[src/rtl/mws_pkg.sv]
`timescale 1ns / 1ps
// Shared types and constants for the mecanum wheel speed solver.
// No dependencies.
package mws_pkg;

  localparam int RotStagesDef = 16;
  localparam int AtanEntries  = 24;
  localparam logic signed [31:0] CordicGainQ30 = 32'sd652032874;

  localparam logic [1:0] REG_HALF_LENGTH    = 2'd0;
  localparam logic [1:0] REG_HALF_WIDTH     = 2'd1;
  localparam logic [1:0] REG_GIMBAL_OFFSET  = 2'd2;
  localparam logic [1:0] REG_INVERSE_RADIUS = 2'd3;

  // one item as it moves down the rotation chain
  typedef struct packed {
    logic               valid;
    logic signed [23:0] fwd;
    logic signed [23:0] side;
    logic signed [23:0] turn;
    logic               flip;
    logic signed [31:0] x;
    logic signed [31:0] y;
    logic signed [33:0] z;
  } mws_cell_t;

  typedef struct packed {
    logic        [15:0] half_length;
    logic        [15:0] half_width;
    logic signed [15:0] gimbal_offset;
    logic        [15:0] inverse_radius;
  } mws_cfg_t;

  // atan(2^-i) in 2^32-per-turn units
  function automatic logic [31:0] atan_turns(input logic [4:0] i);
    logic [31:0] r;
    case (i)
      5'd0:  r = 32'd536870912;
      5'd1:  r = 32'd316933406;
      5'd2:  r = 32'd167458907;
      5'd3:  r = 32'd85004756;
      5'd4:  r = 32'd42667331;
      5'd5:  r = 32'd21354465;
      5'd6:  r = 32'd10679838;
      5'd7:  r = 32'd5340245;
      5'd8:  r = 32'd2670163;
      5'd9:  r = 32'd1335087;
      5'd10: r = 32'd667544;
      5'd11: r = 32'd333772;
      5'd12: r = 32'd166886;
      5'd13: r = 32'd83443;
      5'd14: r = 32'd41722;
      5'd15: r = 32'd20861;
      5'd16: r = 32'd10430;
      5'd17: r = 32'd5215;
      5'd18: r = 32'd2608;
      5'd19: r = 32'd1304;
      5'd20: r = 32'd652;
      5'd21: r = 32'd326;
      5'd22: r = 32'd163;
      5'd23: r = 32'd81;
      default: r = 32'd0;
    endcase
    return r;
  endfunction

endpackage

[src/rtl/mws_cordic_cell.sv]
`timescale 1ns / 1ps
// One CORDIC rotation cell: a single micro-rotation, registered.
// Depends on mws_pkg.
module mws_cordic_cell import mws_pkg::*; #(
  parameter int STAGE = 0
) (
  input  logic      clk,
  input  logic      rst_n,
  input  logic      en,
  input  mws_cell_t cell_in,
  output mws_cell_t cell_out
);

  localparam logic [4:0] StageIdx = 5'(STAGE);

  mws_cell_t cell_r, cell_nxt;
  logic signed [31:0] dx, dy;
  logic signed [33:0] ang;

  always_comb begin
    dx  = cell_in.y >>> STAGE;
    dy  = cell_in.x >>> STAGE;
    ang = signed'({2'b00, atan_turns(StageIdx)});
    cell_nxt = cell_in;
    if (!cell_in.z[33]) begin
      cell_nxt.x = cell_in.x - dx;
      cell_nxt.y = cell_in.y + dy;
      cell_nxt.z = cell_in.z - ang;
    end else begin
      cell_nxt.x = cell_in.x + dx;
      cell_nxt.y = cell_in.y - dy;
      cell_nxt.z = cell_in.z + ang;
    end
  end

  always_ff @(posedge clk) begin
    if (!rst_n) begin
      cell_r.valid <= 1'b0;
    end else if (en) begin
      cell_r.valid <= cell_nxt.valid;
    end
  end

  always_ff @(posedge clk) begin
    if (en) begin
      cell_r.fwd  <= cell_nxt.fwd;
      cell_r.side <= cell_nxt.side;
      cell_r.turn <= cell_nxt.turn;
      cell_r.flip <= cell_nxt.flip;
      cell_r.x    <= cell_nxt.x;
      cell_r.y    <= cell_nxt.y;
      cell_r.z    <= cell_nxt.z;
    end
  end

  assign cell_out = cell_r;

endmodule

[config.mk]
export PLATFORM = sky130hd
export DESIGN_NAME = mws_cordic_cell
export DESIGN_NICKNAME = d
export VERILOG_FILES = /design/src/rtl/mws_pkg.sv /design/src/rtl/mws_cordic_cell.sv
export SDC_FILE = /design/constraint.sdc
export NUM_CORES = 1
export LEC_CHECK = 0
export BUFFER_PORTS_ARGS = -buffer_cell sky130_fd_sc_hd__clkbuf_2
export CAP_MARGIN = 20
export CORE_MARGIN = 2
export CORE_UTILIZATION = 48
export CTS_BUF_LIST = sky130_fd_sc_hd__clkbuf_16
export DETAILED_ROUTE_END_ITERATION = 10
export PLACE_DENSITY = 0.76
export SYNTH_ARGS = -nofsm -noshare
export SYNTH_HDL_FRONTEND = slang
export SYNTH_SLANG_ARGS = --single-unit
[constraint.sdc]
create_clock -name clk -period 3 [get_ports clk]
set_input_delay 0.15 -clock clk [delete_from_list [all_inputs] [get_ports clk]]
set_output_delay 0.15 -clock clk [all_outputs]
set_load 0.01 [all_outputs]
**Yosys cells after proc, flatten, opt, wreduce, memory -nomap -nowiden**

Index checks and enable logic that the tools add are counted.

- Add/subtract/negate cells: 5
- Muxes and demuxes: 1

Operators with widths:

| cell | count |
|---|---|
| $mux W98 | 1 |
| $sub A32 B32 Y32 | 2 |
| $add A34 B31 Y34 const B | 1 |
| $sub A34 B31 Y34 const B | 1 |
| $add A32 B32 Y32 | 1 |

- Bits in registers: 172

**Depth between registers and ports, before layout**

Gate-level depths: netlist of the first run.

- Depth after elaboration: 2
- Depth in mapped cells: 12

**Worst setup path after synthesis of the first run**

OpenSTA, ideal clock, no wires.

- Path type: input-to-reg
- Start: input port cell_in[36] (netlist name)
- End: register cell_r (netlist bit cell_out[64]) (data pin)
- Setup time: 263 ps
- Data arrival time: 2416 ps
- Path slack: 321 ps
- Stages on the path: 12
- Cell sequence: inv_1 ha_1 buf_6 nor2b_4 o31a_1 o31a_1 o21ai_2 a2111oi_1 or4b_1 a311oi_1 o21bai_2 xnor2_1

RTL lines:

| item | line | RTL |
|---|---|---|
| from (decl) | mws_cordic_cell.sv:10 | `input mws_cell_t cell_in,` |
| to (decl) | mws_cordic_cell.sv:16 | `mws_cell_t cell_r, cell_nxt;` |

==> results of run 1 <==
-- what timing repair did --
action                    in CTS  in global routing
hold buffers                 104                  0
buffers inserted               0                  0
resized for setup              0                  0
hold endpoints to repair     104                  0
-- worst max path at each step --
stage / cells past startpoint / end / slack, ns / from
CTS: 13 / cell_out[64] / 0.40 / cell_in[34]
floorplan: 12 / cell_out[64] / 0.32 / cell_in[36]
finish: 13 / cell_out[64] / 0.33 / cell_in[34]
detailed placement: 13 / cell_out[64] / -0.06 / cell_in[34]
global placement: 13 / cell_out[96] / -0.01 / cell_in[40]
global route: 14 / cell_out[62] / 0.22 / cell_in[34]
-- cell usage after synthesis, types with 8 or more instances --
cell type,number,share of area (%)
a211oi_1,8,0.57
ha_1,97,11
a21oi_1,97,4.6
nor2b_1,12,0.71
buf_2,10,0.47
o21a_1,8,0.57
inv_2,8,0.28
o21ai_1,31,1.5
clkbuf_1,23,0.82
edfxtp_1,170,48
nor3_1,17,0.81
o31ai_1,11,0.78
a21o_1,25,1.8
inv_1,85,3.0
xor2_1,15,1.2
xnor2_1,48,4.0
nor2_1,71,2.5
mux2i_1,14,1.3
o21ai_0,31,1.5
o21bai_1,22,1.6
nand3_1,13,0.62
nand2_1,56,2.0
-- worst max-delay path, cell delays in order --
cell       delay [ns]
clkbuf_2         0.12
inv_1            0.07
ha_1             0.20
fa_1             0.28
nor2b_4          0.06
o31a_1           0.26
o31a_1           0.31
o21ai_2          0.24
a2111oi_1        0.15
or4b_1           0.53
a311oi_1         0.25
o21bai_2         0.16
xnor2_1          0.08
-- per-layer routing --
layer  up-vias  wire [um]
met5         -         11
met4         2       1746
met3        95       2572
met2       536      16460
met1      4579      14640
li1       4577          -
-- power groups by stage --
stage / Combinational, W / Clock, W / Sequential (W)
floorplan: 0.000892 / 0 / 0.00325
global placement: 0.00188 / 0 / 0.00309
detailed placement: 0.00191 / 0 / 0.00310
CTS: 0.00203 / 0.00215 / 0.00305
global route: 0.00222 / 0.00224 / 0.00308
finish: 0.00207 / 0.00214 / 0.00306
-- layout by cell type, fill, tap and decap left out, types with 7 or more instances in the layout --
cell type	n
nand2b_1	7
o21ai_0	31
ha_1	97
clkbuf_16	17
clkbuf_2	345
o21bai_1	22
mux2i_1	14
nor2_1	71
xnor2_1	48
a211oi_1	8
inv_2	8
inv_1	85
nand2_1	56
xor2_1	15
o21a_1	8
dlygate4sd3_1	104
o21ai_1	31
o31ai_1	11
nand3_1	13
nor2b_1	12
edfxtp_1	170
a21oi_1	97
buf_4	60
nor3_1	17
a21o_1	25
-- metrics by stage --
step	total power, W	hold WS (ns)	cell area, um2
2_1_floorplan	0.004138	0.2489	10570
3_3_place_gp	0.004974	0.3275	12950
3_5_place_dp	0.005008	0.3286	12950
4_1_cts	0.007229	0.02137	14570
5_1_grt	0.007540	0.04245	14570
6_report	0.007263	0.03002	14570
-- layout make-up --
class	count	area, um2
clock inverter	15	155.1
clock buffer	17	425.4
inverter	93	349.1
timing repair buffer	511	3249
fill	1659	7116
sequential	171	5125
multi-input combinational	691	4913
tap	280	350.3
antenna	2	5.005
-- cell families (layout without fill, tap and decap cells) --
group | count (synthesis) | count (layout) | share of synthesized area [%]
AO/OA/AOI/OAI | 290 | 290 | 17.41
XOR/XNOR | 63 | 63 | 5.221
adder cells (fa/ha/maj) | 101 | 101 | 12.24
buffers and inverters | 135 | 636 | 5.020
flip-flops | 171 | 171 | 48.49
multiplexers | 14 | 14 | 1.326
other | 0 | 2 | 0
AND/OR/NAND/NOR | 223 | 223 | 10.29
==> results.md, run 1 <==
* Status: completed
* Routability Congestion at 0.9557
* Worst Tran Pin Value at about 0.86 ns
* Core area at around 22000 um2
* Final ANT Viol Nets at 0
* Worst-case clock buffer depth at 2
* Final cell count without fillers at ~1800
* Synthesized Nets at between 1000 and 1500
* Worst min-delay path class: primary input to flip-flop
* Top_reg_cell synth: edfxtp_1
* WL final at between 30 and 40 mm
* Final Util at between 60% and 70%
* First-pass detailed-route iteration total at 5
* Crit-path max FO at 4
* GRT Max-Usage Layer: met2
* Final worst slack at 0.3308 ns
* Sequential-to-total area share from yosys stat at 48.49%
* Max VDD drop at approximately 0.4 mV
* Clk pwr share at 29.4%
* Warning count from the yosys run at 0
* Fmax achieved at 374.6 MHz
* Via count at slightly below 10000
* CTS buffer count at 17
* Worst hold endpoint: cell_out[171]
* Max-slew violation count at 0
* Largest net degree at the start of global routing at between 70 and 80
* Max reg flops at approximately 170
* CTS root buffer: clkbuf_16
* Switching power at between 0.002 and 0.0025 W
* Seq cells post-synth at about 170
* Crit Reg-Reg Startpoint: cell_out[171]
* Max Cap Viol at 0
* Grt ovf at 0
* Post-Synthesis Cell Area at 10570 um2
* RSZ-0062 raised after global routing: false
* EDFF count, synth at 170
* # setup viols final at 0
* # port buffers at roughly 350
* Clk pin slew, worst setup/hold paths at approximately 0.080 ns
* Placed insts at 1642
* Crit path time final at 2.669 ns
* RR Endpoint: cell_out[171]
* Worst hold start: cell_in[171]
* Internal cell power at between 0.004 and 0.005 W
* CP Data Required Time at about 3.2 ns
* Setup CP Type: primary input to flip-flop
* Slew HR at a little over two fifths
* Worst Clk Skew at 0 ns
* Fraction of layout cells with a size suffix above 1 at between 30% and 40%
* Skew-Pair Late Insertion Delay at 0.42 ns
* WL/cell at 19.90 um
* Period utilization at between 80% and 90%
* Site Rows at 54
* GRT Total Usage at between 20% and 30%
* Met2 Use GR at roughly 48%
* Initial Util at between 40% and 50%
* Synth unique cells at just over 70
* Asr flop ratio synth at 0%
* Iter 0 DRT Violations at 895
* Worst setup EP type: flip-flop
* Sequential share of power at 42.1%
* Comb pwr share at between 20% and 30%
* Fin nets at between 1500 and 2000
* Vias in the first global route at 9379
* Sw Share at a little under a third
* Die Area at 23220 um2
* GR Layer Usage met1 at between 30% and 40%
* DRC errors left at 0
* Initial antenna violation count at 3
* Area Overhead vs Synth at 37.88%
* WP data arrival at around 2.9 ns
* DR vias/cell at between 5 and 6
* Hold path cells at 3
* # IOs at 347
* CTS Sinks at 171
* Pre-CTS WS at -0.06020 ns
* Die X at between 150 and 200 um
* TNS Setup at 0 ns
* P per Cell Area at approximately 500 nW/um2
* Die Height at between 150 and 200 um
* Avg Cell Area, Syn at 10.60 um2
* Met3 usage at 4.892%
* Worst setup SP type: primary input
* Reg2reg setup slack at between 2 and 2.5 ns
* Post-Synthesis Cells at around 1000
* H-tree depth at 4
* Final hold vios at 0
* R2r worst-path depth at 2
* Dpl hpwl at 26.41 mm
* TritonCTS clock tree: yes
* First-pass GRT wire length at approximately 54 mm
* P_leak at slightly below 7 nW
(Power assumes the default switching activity.)
==> run 2: changes to the inputs <==
--- a/config.mk
+++ b/config.mk
@@ -7,11 +7,13 @@
 export LEC_CHECK = 0
 export BUFFER_PORTS_ARGS = -buffer_cell sky130_fd_sc_hd__clkbuf_2
 export CAP_MARGIN = 20
+export CELL_PAD_IN_SITES_DETAIL_PLACEMENT = 0
+export CELL_PAD_IN_SITES_GLOBAL_PLACEMENT = 1
 export CORE_MARGIN = 2
-export CORE_UTILIZATION = 48
+export CORE_UTILIZATION = 39
 export CTS_BUF_LIST = sky130_fd_sc_hd__clkbuf_16
 export DETAILED_ROUTE_END_ITERATION = 10
-export PLACE_DENSITY = 0.76
+export PLACE_DENSITY_LB_ADDON = 0.1
 export SYNTH_ARGS = -nofsm -noshare
 export SYNTH_HDL_FRONTEND = slang
 export SYNTH_SLANG_ARGS = --single-unit
==> results.md, run 2 (synthesis gave the netlist of run 1 again) <==
* Switching power at 0.002377 W (+2.6%)
* # port buffers at 346 (unchanged)
* Worst min-delay path class: primary input to flip-flop
* Worst setup SP type: primary input
* Worst Clk Skew at 0 ns (unchanged)
* WP buf/inv at 3 (+1)
* TNS Setup at 0 ns (unchanged)
* Hold path cells at 3 (unchanged)
* Crit Reg-Reg Startpoint: cell_out[171]
* Largest net degree at the start of global routing at 76 (-3.8%)
* Grt ovf at 0 (unchanged)
* Fraction of layout cells with a size suffix above 1 at 31.62% (+1.1 points)
* Commonest non-fill, non-tap cell in the layout: clkbuf_2
* Fmax achieved at 374.6 MHz (about the same)
* Family with the most delay on the worst path: compound AO/OA/AOI/OAI gates
* Worst hold start: cell_in[171]
* Placed inst area at 13240 um2 (+2.3%)
* Max Used Layer: met4
* Max stage delay cell, worst path: a311oi_1
* Sw Share at 32.30% (+0.39 points)
* Die Height at 168.6 um (+11%)
* Critical path depth at 13 (unchanged)
* Worst Tran Pin Value at 0.6246 ns (-0.2378 ns)
* Metal3 WL at 1.888 mm (-27%)
* Crit path time final at 2.670 ns (+0.0006760 ns)
* Reg2reg setup slack at 2.39 ns (about the same)
* Area Overhead vs Synth at 40.62%
* Skew-Pair Late Insertion Delay at 0.43 ns (about the same)
* CTS root buffer: clkbuf_16
* Slew HR at 58.32% (+16 points)
* Die Area at 28430 um2 (+22%)
* Core area at 26800 um2 (+24%)
* R2r worst-path depth at 2 (unchanged)
* DR vias/cell at 5.112 (-7.1%)
* Setup CP Type: primary input to flip-flop
* WP data arrival at 2.85 ns (about the same)
* GRT Total Usage at 24.39% (-5.5 points)
* Internal cell power at 0.004983 W (+0.75%)
* Site Rows at 60 (+11%)
* Max VDD drop at 0.3202 mV (-20%)
* RR Endpoint: cell_out[171]
* M1 wire length at 15.00 mm (+2.4%)
* P_leak at 6.849 nW (+1.9%)
* Worst hold endpoint: cell_out[171]
* Max Cap Viol at 0 (unchanged)
* Status: completed
* First-pass GRT wire length at 53.59 mm (-0.58%)
* Routed met2 length at 17.61 mm (+7.0%)
* # IOs at 347 (unchanged)
* Post-CTS setup buffer count at 0 (unchanged)
* Final hold vios at 0 (unchanged)
* P per Cell Area at 495.2 nW/um2 (-0.64%)
* Iter 0 DRT Violations at 751 (-16%)
* Die X at 168.6 um (+11%)
* CP startpoint: cell_in[47]
* Fin nets at 1785 (+1.4%)
* Initial antenna violation count at 0 (-3)
* Crit path top cell by count: o21ai_1
* Period utilization at 89.00% (about the same)
* Initial Util at 39.44% (-9.3 points)
* Clk pwr share at 30.4% (+1.0 points)
* Comb pwr share at 28.2% (-0.3 points)
* Final ANT Viol Nets at 0 (unchanged)
* DRC errors left at 0 (unchanged)
* Clk pin slew, worst setup/hold paths at 0.07 ns (about the same)
* Vias in the first global route at 9527 (+1.6%)
* Max-slew violation count at 0 (unchanged)
* Worst path max stage delay at 0.42 ns (-0.11 ns)
* Worst-case clock buffer depth at 2 (unchanged)
* Diodes inserted at 0 (-2)
* CP Data Required Time at 3.18 ns (about the same)
* CTS buffer count at 17 (unchanged)
* # setup viols final at 0 (unchanged)
* Max reg flops at 171 (unchanged)
* Finished Cell Area at 14860 um2 (+2.0%)
* TritonCTS clock tree: yes
* Commonest non-fill, non-tap cells in the layout: clkbuf_2 (345), edfxtp_1 (170), dlygate4sd3_1 (104)
* Sequential share of power at 41.4% (-0.7 points)
* Worst setup EP type: flip-flop
* Post-layout power at 0.007359 W (+1.3%)
* Critical path, cell by cell: clkbuf_2 -> inv_1 -> ha_1 -> nor4_4 -> o21ai_1 -> a311oi_1 -> o31ai_1 -> buf_4 -> a31oi_2 -> nor2_1 -> o31a_1 -> o21ai_1 -> xnor2_1
* RSZ-0062 raised after global routing: false
* H-tree depth at 4 (unchanged)
* CTS Sinks at 171 (unchanged)
* Routability Congestion at 0.9186 (-3.9%)
* First-pass detailed-route iteration total at 5 (unchanged)
* Via count at 9518 (-2.8%)
* Crit-path max FO at 7 (+3)
* WL final at 35.48 mm (+0.14%)
* Dpl hpwl at 26.87 mm (+1.8%)
* WL/cell at 19.05 um (-4.3%)
## run 2: what timing repair did
action	in CTS	in global routing
hold buffers	104	0
endpoints found under the hold margin	104	0
gates resized for setup	0	0
## run 2: worst max-delay path by stage
stage | to | slack, ns
2_1_floorplan | cell_out[64] | 0.32
3_3_place_gp | cell_out[64] | -0.06
3_5_place_dp | cell_out[64] | -0.11
4_1_cts | cell_out[64] | 0.34
5_1_grt | cell_out[62] | 0.10
6_report | cell_out[96] | 0.33
## run 2: layer usage
layer / vias up / track usage [%]
met2: 367 / 43.05
met4: 0 / 8.396
met3: 44 / 3.694
li1: 4611 / -
met5: - / 0
met1: 4496 / 30.54
## run 2: layout make-up
cell class	count	area [um2]
repair buffers	535	3467
clock inverters	14	155.1
flip-flops and latches	171	5125
fillers	2350	11940
well taps	341	426.7
clock buffers	17	425.4
multi-input cells	691	4913
inverters	93	349.1
## run 2: stage by stage
step	instances	worst slack (ns)	hold WS, ns	utilization, %
finish	1862	0.3301	0.009001	55.45
global route	1862	0.1046	0.01871	55.45
CTS	1862	0.3444	0.002477	55.45
detailed placement	1727	-0.1136	0.3286	49.40
global placement	1727	-0.05934	0.3267	49.40
floorplan	997	0.3205	0.2489	-
## run 2: power by group through the flow
| stage | Combinational (W) | Clock [W] | Sequential (W) |
|---|---|---|---|
| floorplan | 0.000892 | 0 | 0.00325 |
| finish | 0.00207 | 0.00224 | 0.00305 |
| global route | 0.00225 | 0.00236 | 0.00307 |
| global placement | 0.00195 | 0 | 0.00309 |
| detailed placement | 0.00195 | 0 | 0.00309 |
| CTS | 0.00207 | 0.00229 | 0.00304 |
## run 2: worst register-to-register path, stage by stage (launching register included)
cell and delay [ns]:
dfxtp_1 0.32, mux2i_1 0.12, nor2b_1 0.07
